`src/hw/rtl/kdar_pkg.sv`:
```
package kdar_pkg;

  // Item kinds carried in the kind field of an input word.
  typedef enum logic [1:0] {
    KIND_SCAN  = 2'd0,
    KIND_QUERY = 2'd1,
    KIND_TICK  = 2'd2,
    KIND_NONE  = 2'd3
  } kind_t;

  // Configuration register indexes.
  localparam logic [1:0] CFG_DEBOUNCE       = 2'd0;
  localparam logic [1:0] CFG_FIRST_DELAY    = 2'd1;
  localparam logic [1:0] CFG_REPEAT_INTERVAL = 2'd2;

  localparam logic [7:0]  DEBOUNCE_RESET        = 8'd6;
  localparam logic [15:0] FIRST_DELAY_RESET     = 16'd1000;
  localparam logic [15:0] REPEAT_INTERVAL_RESET = 16'd200;

  localparam int unsigned KEY_W  = 6;
  localparam int unsigned TIME_W = 32;
  localparam int unsigned CFG_W  = 16;

  typedef struct packed {
    logic [7:0]        stable_count;
    logic              press_armed;
    logic              repeating;
    logic [TIME_W-1:0] last_fire_time;
  } entry_t;

  typedef struct packed {
    logic [7:0]  debounce_count;
    logic [15:0] first_delay_ms;
    logic [15:0] repeat_interval_ms;
  } cfg_t;

endpackage

```
`src/hw/rtl/kdar_if.sv`:
```
interface kdar_in_if;
  logic                       valid;
  logic                       ready;
  logic [1:0]                 kind;
  logic [kdar_pkg::KEY_W-1:0] key_index;
  logic                       raw_level;
  logic                       repeat_enable;

  modport source (output valid, kind, key_index, raw_level, repeat_enable, input ready);
  modport sink   (input valid, kind, key_index, raw_level, repeat_enable, output ready);
endinterface

interface kdar_out_if;
  logic                       valid;
  logic                       ready;
  logic [kdar_pkg::KEY_W-1:0] key_number;
  logic                       fired;

  modport source (output valid, key_number, fired, input ready);
  modport sink   (input valid, key_number, fired, output ready);
endinterface

```
`src/hw/rtl/kdar_key_store.sv`:
```
module kdar_key_store #(
  parameter int unsigned DEPTH = 35,
  parameter int unsigned AW    = 6
) (
  input  logic             clk,
  input  logic             rst,
  input  logic             rd_en,
  input  logic [AW-1:0]    rd_addr,
  input  logic             wr_en,
  input  logic [AW-1:0]    wr_addr,
  input  kdar_pkg::entry_t wr_data,
  output kdar_pkg::entry_t rd_entry
);
  import kdar_pkg::*;

  entry_t           mem [DEPTH];
  logic [DEPTH-1:0] valid;
  entry_t           rd_data;
  logic             rd_valid;
  logic             byp;
  entry_t           byp_data;

  always_ff @(posedge clk) begin
    if (wr_en) begin
      mem[wr_addr] <= wr_data;
    end
    if (rd_en) begin
      rd_data  <= mem[rd_addr];
      byp_data <= wr_data;
    end
  end

  // Valid bits stand in for clearing the whole store at reset.
  always_ff @(posedge clk) begin
    if (rst) begin
      valid    <= '0;
      rd_valid <= 1'b0;
      byp      <= 1'b0;
    end else begin
      if (wr_en) begin
        valid[wr_addr] <= 1'b1;
      end
      if (rd_en) begin
        rd_valid <= valid[rd_addr];
        // A write in the same cycle is not yet in the array, so forward it.
        byp      <= wr_en && (wr_addr == rd_addr);
      end
    end
  end

  always_comb begin
    if (byp) begin
      rd_entry = byp_data;
    end else if (rd_valid) begin
      rd_entry = rd_data;
    end else begin
      rd_entry = '0;
    end
  end

endmodule

```
`src/hw/rtl/kdar_entry_update.sv`:
```
module kdar_entry_update (
  input  logic [1:0]                  kind,
  input  logic                        in_range,
  input  logic                        raw_level,
  input  logic                        repeat_enable,
  input  logic [kdar_pkg::TIME_W-1:0] now_ms,
  input  kdar_pkg::cfg_t              cfg,
  input  kdar_pkg::entry_t            entry,
  output kdar_pkg::entry_t            entry_next,
  output logic                        wr_en,
  output logic                        fired
);
  import kdar_pkg::*;

  logic [TIME_W-1:0] elapsed;
  logic              debounced;
  logic              rep_due;
  logic              first_due;

  assign elapsed   = now_ms - entry.last_fire_time;
  assign debounced = entry.stable_count >= cfg.debounce_count;
  assign rep_due   = elapsed >= TIME_W'(cfg.repeat_interval_ms);
  assign first_due = elapsed >= TIME_W'(cfg.first_delay_ms);
  assign wr_en     = in_range && ((kind == KIND_SCAN) || (kind == KIND_QUERY));

  always_comb begin
    entry_next = entry;
    fired      = 1'b0;
    if (kind == KIND_SCAN) begin
      if (raw_level) begin
        entry_next.stable_count = '0;
        entry_next.press_armed  = 1'b1;
      end else if (!debounced) begin
        entry_next.stable_count = entry.stable_count + 8'd1;
      end
    end else if (kind == KIND_QUERY && in_range && debounced) begin
      priority if (entry.press_armed) begin
        entry_next.press_armed    = 1'b0;
        entry_next.repeating      = 1'b0;
        entry_next.last_fire_time = now_ms;
        fired                     = 1'b1;
      end else if (!repeat_enable) begin
        fired = 1'b0;
      end else if (entry.repeating) begin
        if (rep_due) begin
          entry_next.last_fire_time = now_ms;
          fired                     = 1'b1;
        end
      end else begin
        if (first_due) begin
          entry_next.repeating      = 1'b1;
          entry_next.last_fire_time = now_ms;
          fired                     = 1'b1;
        end
      end
    end
  end

endmodule

```
`src/hw/rtl/key_debounce_auto_repeat.sv`:
```
// Per-key debouncer with auto-repeat. Words enter on key_in (valid/ready):
// a scan word gives one key's raw line level (1 released, 0 pressed), a
// tick word advances the millisecond clock, and a query word asks whether a
// key fires now. Only a query yields a word on fire_out, carrying the key
// number and the fired flag; other kinds are absorbed.
// An accepted query sits in the stage-1 register while its key entry is read,
// then its result is registered onto fire_out. One word is taken every cycle
// unless a query waits on a held result; key state is read at accept, written
// as the word leaves stage 1 and forwarded to a back-to-back word on that key.
// Configuration (debounce count, first delay, repeat interval) must be written
// via cfg_we/cfg_index/cfg_data while the block is idle; it is not checked.
// Reset restores the register defaults (6, 1000, 200), clears the clock and
// marks every key entry as zero through per-key valid bits; no clearing pass
// is needed, and words are accepted in the first cycle after reset.
// When fire_out stalls, the result register holds; a scan or tick word
// still moves through, but a query behind a held result waits, and key_in
// ready drops only then.
module key_debounce_auto_repeat #(
  parameter int unsigned NUM_KEYS = 35
) (
  input  logic                       clk,
  input  logic                       rst,
  input  logic                       cfg_we,
  input  logic [1:0]                 cfg_index,
  input  logic [kdar_pkg::CFG_W-1:0] cfg_data,
  kdar_in_if.sink                    key_in,
  kdar_out_if.source                 fire_out
);
  import kdar_pkg::*;

  localparam int unsigned AW = (NUM_KEYS > 1) ? $clog2(NUM_KEYS) : 1;

  cfg_t              cfg;
  logic [TIME_W-1:0] now_ms;

  logic              s1_valid;
  logic [1:0]        s1_kind;
  logic [KEY_W-1:0]  s1_key;
  logic [AW-1:0]     s1_addr;
  logic              s1_in_range;
  logic              s1_level;
  logic              s1_rep;
  logic              s1_adv;
  logic              accept;

  entry_t            entry;
  entry_t            entry_next;
  logic              upd_wr;
  logic              upd_fired;
  logic              wr_en;

  logic              out_valid;
  logic [KEY_W-1:0]  key_number;
  logic              fired;

  assign s1_adv = s1_valid && ((s1_kind != KIND_QUERY) || !out_valid || fire_out.ready);
  assign key_in.ready = !s1_valid || s1_adv;
  assign accept = key_in.valid && key_in.ready;
  assign wr_en  = s1_adv && upd_wr;

  always_ff @(posedge clk) begin
    if (rst) begin
      cfg.debounce_count     <= DEBOUNCE_RESET;
      cfg.first_delay_ms     <= FIRST_DELAY_RESET;
      cfg.repeat_interval_ms <= REPEAT_INTERVAL_RESET;
    end else if (cfg_we) begin
      unique case (cfg_index)
        CFG_DEBOUNCE:        cfg.debounce_count     <= cfg_data[7:0];
        CFG_FIRST_DELAY:     cfg.first_delay_ms     <= cfg_data;
        CFG_REPEAT_INTERVAL: cfg.repeat_interval_ms <= cfg_data;
        default: ;
      endcase
    end
  end

  // Ticks count at accept; a query in the next cycle sees exactly the
  // ticks that came before it.
  always_ff @(posedge clk) begin
    if (rst) begin
      now_ms <= '0;
    end else if (accept && key_in.kind == KIND_TICK) begin
      now_ms <= now_ms + TIME_W'(1);
    end
  end

  always_ff @(posedge clk) begin
    if (rst) begin
      s1_valid <= 1'b0;
    end else if (accept) begin
      s1_valid <= 1'b1;
    end else if (s1_adv) begin
      s1_valid <= 1'b0;
    end
  end

  always_ff @(posedge clk) begin
    if (accept) begin
      s1_kind     <= key_in.kind;
      s1_key      <= key_in.key_index;
      s1_addr     <= AW'(key_in.key_index);
      s1_in_range <= 32'(key_in.key_index) < 32'(NUM_KEYS);
      s1_level    <= key_in.raw_level;
      s1_rep      <= key_in.repeat_enable;
    end
  end

  kdar_key_store #(
    .DEPTH (NUM_KEYS),
    .AW    (AW)
  ) u_store (
    .clk      (clk),
    .rst      (rst),
    .rd_en    (accept),
    .rd_addr  (AW'(key_in.key_index)),
    .wr_en    (wr_en),
    .wr_addr  (s1_addr),
    .wr_data  (entry_next),
    .rd_entry (entry)
  );

  kdar_entry_update u_update (
    .kind          (s1_kind),
    .in_range      (s1_in_range),
    .raw_level     (s1_level),
    .repeat_enable (s1_rep),
    .now_ms        (now_ms),
    .cfg           (cfg),
    .entry         (entry),
    .entry_next    (entry_next),
    .wr_en         (upd_wr),
    .fired         (upd_fired)
  );

  always_ff @(posedge clk) begin
    if (rst) begin
      out_valid <= 1'b0;
    end else if (s1_adv && s1_kind == KIND_QUERY) begin
      out_valid <= 1'b1;
    end else if (fire_out.ready) begin
      out_valid <= 1'b0;
    end
  end

  always_ff @(posedge clk) begin
    if (s1_adv && s1_kind == KIND_QUERY) begin
      key_number <= s1_key;
      fired      <= upd_fired;
    end
  end

  assign fire_out.valid      = out_valid;
  assign fire_out.key_number = key_number;
  assign fire_out.fired      = fired;

`ifndef ASSERT_OFF
  a_stall_blocks_input: assert property (@(posedge clk) disable iff (rst)
    s1_valid && !s1_adv |-> !key_in.ready)
    else $error("input taken while the stage is stalled");

  a_result_from_query: assert property (@(posedge clk) disable iff (rst)
    $rose(out_valid) |-> $past(s1_valid && s1_kind == KIND_QUERY))
    else $error("result word without a query");

  a_write_on_advance: assert property (@(posedge clk) disable iff (rst)
    wr_en |-> s1_valid && s1_in_range)
    else $error("key store written without a word in range");

  a_non_query_flows: assert property (@(posedge clk) disable iff (rst)
    s1_valid && s1_kind != KIND_QUERY |-> s1_adv)
    else $error("scan or tick word stalled");

  a_no_fire_out_of_range: assert property (@(posedge clk) disable iff (rst)
    s1_valid && !s1_in_range |-> !upd_fired)
    else $error("out of range key fired");
`endif

endmodule
```
`src/flat_wrapper.sv`:
```
// flat-port wrapper written by rule: the top's interface ports become plain ports
module key_debounce_auto_repeat_flat import kdar_pkg::*;
#(
  parameter int unsigned NUM_KEYS = 35
)
  (clk, rst, cfg_we, cfg_index, cfg_data, key_in_valid, key_in_kind, key_in_key_index, key_in_raw_level, key_in_repeat_enable, key_in_ready, fire_out_valid, fire_out_key_number, fire_out_fired, fire_out_ready);
  kdar_in_if key_in_i ();
  kdar_out_if fire_out_i ();
  input  logic clk;
  input  logic rst;
  input  logic cfg_we;
  input  logic [1:0] cfg_index;
  input  logic [kdar_pkg::CFG_W-1:0] cfg_data;
  input wire logic [$bits(key_in_i.valid)-1:0] key_in_valid;
  input wire logic [$bits(key_in_i.kind)-1:0] key_in_kind;
  input wire logic [$bits(key_in_i.key_index)-1:0] key_in_key_index;
  input wire logic [$bits(key_in_i.raw_level)-1:0] key_in_raw_level;
  input wire logic [$bits(key_in_i.repeat_enable)-1:0] key_in_repeat_enable;
  output wire logic [$bits(key_in_i.ready)-1:0] key_in_ready;
  output wire logic [$bits(fire_out_i.valid)-1:0] fire_out_valid;
  output wire logic [$bits(fire_out_i.key_number)-1:0] fire_out_key_number;
  output wire logic [$bits(fire_out_i.fired)-1:0] fire_out_fired;
  input wire logic [$bits(fire_out_i.ready)-1:0] fire_out_ready;
  assign key_in_i.valid = key_in_valid;
  assign key_in_i.kind = key_in_kind;
  assign key_in_i.key_index = key_in_key_index;
  assign key_in_i.raw_level = key_in_raw_level;
  assign key_in_i.repeat_enable = key_in_repeat_enable;
  assign key_in_ready = key_in_i.ready;
  assign fire_out_valid = fire_out_i.valid;
  assign fire_out_key_number = fire_out_i.key_number;
  assign fire_out_fired = fire_out_i.fired;
  assign fire_out_i.ready = fire_out_ready;
  key_debounce_auto_repeat #(.NUM_KEYS(NUM_KEYS)) u_core (.clk(clk), .rst(rst), .cfg_we(cfg_we), .cfg_index(cfg_index), .cfg_data(cfg_data), .key_in(key_in_i), .fire_out(fire_out_i));
endmodule
```
`config.mk`:
```
export PLATFORM = sky130hd
export DESIGN_NAME = key_debounce_auto_repeat_flat
export DESIGN_NICKNAME = d
export VERILOG_FILES = /design/src/hw/rtl/kdar_pkg.sv /design/src/hw/rtl/kdar_if.sv /design/src/hw/rtl/kdar_key_store.sv /design/src/hw/rtl/kdar_entry_update.sv /design/src/hw/rtl/key_debounce_auto_repeat.sv /design/src/flat_wrapper.sv
export SDC_FILE = /design/constraint.sdc
export NUM_CORES = 2
export LEC_CHECK = 0
export BUFFER_PORTS_ARGS = -buffer_cell sky130_fd_sc_hd__buf_4
export CORE_MARGIN = 2
export CORE_UTILIZATION = 57
export DETAILED_ROUTE_END_ITERATION = 12
export HOLD_SLACK_MARGIN = 0.03
export PLACE_DENSITY = 0.76
export SYNTH_ARGS = -nofsm -noshare
export SYNTH_HDL_FRONTEND = slang
export SYNTH_SLANG_ARGS = --single-unit
```
`constraint.sdc`:
```
create_clock -name clk -period 7.4 [get_ports clk]
set_input_delay 0.37 -clock clk [delete_from_list [all_inputs] [get_ports clk]]
set_output_delay 0.37 -clock clk [all_outputs]
set_load 0.02 [all_outputs]
```
==> reports/summary.txt <==
Clock slew at reported path FFs - 0.06 ns
Vias in the first global route - 36,000
Final period util - 0.921
GRT Overall Usage - 0.292
Final setup margin - 0.588 ns
Met2 usage - 0.441
F_max - 147 MHz
Met3 Use GR - 0.0599
Final WL - 177,000 µm
Layout cells sized above 1 - 0.241
# port buffers - 41
Die height - 350 µm
Vias - 37,200
CP Max Fanout - 33
CTS max path bufs - 3
Distinct cells, synth - 83
CTS tree - done
Setup crit start kind - flop
Row cnt - 126
Syn_area_per_cell - 18.8 µm²
Routed vias/inst - 6.71
Total gr overflow - 0
Ranking of synthesized cells by area - edfxtp_1, mux4_2, dfxtp_1, mux2i_1, nor2_1
Worst-skew pair later-pin latency - 0.80 ns
Final setup fails - 0
Post-Syn Nets - 3,735
Final net count - 3,897
CP endpoint kind - flop
Core area - 0.118 mm²
Total power - 20.1 mW
Met1 usage - 0.434
DR WL/cell - 31.9 µm
Largest net degree at the start of global routing - 113
Synth Instances - 3,639
WP data required - 7.91 ns
Seq/Total Area, Yosys - 0.724
Setup WS pre-CTS - 0.672 ns
Cells after DPL - 5,210
Initial Utilization - 0.577
Rel. slew slack - 0.115
Area Growth Syn to Fin - 12.8%
Number of buffers created by CTS - 166
Final Max Tran Viols - 0
Final hold vios - 0
Clk sinks - 1,683
DP HPWL - 96,200 µm
Post-CTS Setup Bufs - 0
Initial antenna violation count - 1
RSZ-0062 raised after global routing - false
GR peak layer - met2
Die width - 350 µm
Die area - 0.123 mm²
Status - completed
Share of the synthesized area in the top cell type - 0.692
Asr flop ratio synth - 0
Crit path kind - flop to flop
Cell taking the most area after synthesis - edfxtp_1
Drt initial violations - 5,547
Final Cell Area - 0.0770 mm²
IO Count - 42
Max rail drop VDD - 0.237 mV
Maxcap violations - 0
Worst Skew - 0.0301 ns
Post-DP Area - 0.0713 mm²
DRT antenna net count - 0
Crit path DAT - 7.32 ns
1st-pass router iterations - 5
Fillcell total - 7,690
Min Tclk post-route - 6.81 ns
Synth Warn # - 0
Worst Max-Slew Pin Slew - 1.32 ns
Hold Path Class - input pin to flop
Clk root buf - clkbuf_16
Non-filler cells, final - 5,541
Post-route setup TNS - 0 ns
Global-route wire length before repair - 254,000 µm
Most used DFF post-synth - edfxtp_1
P_leak - 25.3 nW
Htree depth - 4
Cell Pwr Density - 261 mW/mm²
Post-synthesis cell area - 0.0683 mm²
EDFF count, synth - 1,572
Gpl congestion - 0.965
#FFs+latches synth - 1,683
DRC - 0
## power by group
group	internal, mW	total, mW	switching, mW
Sequential	10.5	10.5	0.0327
Combinational	0.447	1.09	0.645
Clock	4.83	8.49	3.66
## cell usage in the layout (no fill, tap or decap), types with 25 or more instances in the layout
cell	n
a21o_1	25
a21oi_1	77
a22oi_1	33
buf_4	154
clkbuf_1	26
clkbuf_16	168
clkinv_1	33
clkinv_2	33
dfxtp_1	110
edfxtp_1	1572
ha_1	63
inv_1	66
mux2i_1	90
mux4_2	430
nand2_1	205
nand3_1	29
nor2_1	188
nor2_4	35
nor3_1	44
o21ai_0	121
xnor2_1	32
xor2_1	32
## area by class of cell
class	instances	area [µm²]	share of cell area
sequential	1683	49400	0.642
tap	1600	2000	0.0260
antenna	1	2.50	0.0000325
inverter	67	254	0.00330
multi-input combinational	1698	18300	0.238
clock inverter	109	1110	0.0144
clock buffer	198	4360	0.0566
timing repair buffer	185	1540	0.0200
## flip-flops by register name, indices dropped and copies added (netlist names), 2 cells and up
signal,flops
u_core.u_store.mem,1470
u_core.fire_out.key_number,6
u_core.u_store.valid,35
u_core.u_store.rd_data,42
u_core.s1_addr,6
u_core.cfg,40
u_core.u_store.byp_data,42
u_core.now_ms,32
u_core.s1_kind,2
## worst paths after layout
check                          start  slack, ns  cells past startpoint                         end
max          u_core.u_store.rd_valid       0.59                     23  u_core.u_store.mem[24][29]
min                   fire_out_ready       0.08                      4       u_core.fire_out.valid
max reg2reg  u_core.u_store.rd_valid       0.59                     23  u_core.u_store.mem[24][29]
min reg2reg            u_core.cfg[8]       0.46                      2               u_core.cfg[8]
## metrics by stage
stage | hold WS, ns | util
floorplan | 0.424 | -
global placement | 0.445 | 0.602
detailed placement | 0.451 | 0.602
CTS | 0.0355 | 0.650
global route | 0.0916 | 0.650
finish | 0.0824 | 0.650
## Yosys cell counts, drive strengths merged (11+ instances only)
library cell,count
edfxtp,1572
mux4,430
nor2,228
nand2,206
clkbuf,142
o21ai,124
dfxtp,111
mux2i,90
a21oi,80
inv,67
ha,63
buf,50
nor3,45
a22oi,35
a221oi,33
xnor2,32
xor2,32
nand3,29
a21o,25
and2,20
and3,19
a211o,16
nand3b,15
nand4,15
a31oi,12
or3,11
## repair_timing
| action | in CTS | in global routing |
|---|---|---|
| endpoints found under the hold margin | 69 | 0 |
| gates resized for setup | 0 | 1 |
| hold buffers | 22 | 0 |
| setup endpoints to repair | 0 | 36 |
## routing by layer
| metal | vias up | wire (µm) |
|---|---|---|
| met2 | 2380 | 81700 |
| li1 | 15100 | - |
| met3 | 354 | 20200 |
| met4 | 0 | 5190 |
| met5 | - | 0 |
| met1 | 19300 | 69700 |
## kinds of logic (layout without fill, tap and decap cells)
group | after synthesis | after routing | synth area share
adder cells (fa/ha/maj) | 70 | 70 | 0.0126
multiplexers | 520 | 520 | 0.155
AND/OR/NAND/NOR | 631 | 631 | 0.0418
AO/OA/AOI/OAI | 412 | 413 | 0.0431
buffers and inverters | 259 | 559 | 0.0150
other | 0 | 1 | 0
XOR/XNOR | 64 | 64 | 0.00821
flip-flops | 1683 | 1683 | 0.724
## worst max-delay path, stage by stage, from the launching register on
cell	delay, ns
dfxtp_1	0.70
nor2b_4	0.26
buf_4	0.37
a22oi_1	0.29
maj3_1	0.45
a311oi_1	0.42
a21oi_1	0.13
buf_4	0.18
nand2_1	0.08
o2bb2ai_1	0.07
maj3_1	0.37
xnor2_1	0.26
ha_1	0.30
nand4_1	0.08
nor2_1	0.06
o21ai_0	0.07
o211ai_1	0.13
a2111oi_0	0.71
o2111ai_1	0.25
o21ai_4	0.22
buf_4	0.33
buf_4	0.36
a221oi_4	0.14
buf_4	0.26
Note: power is estimated with default switching activity, not from simulation.
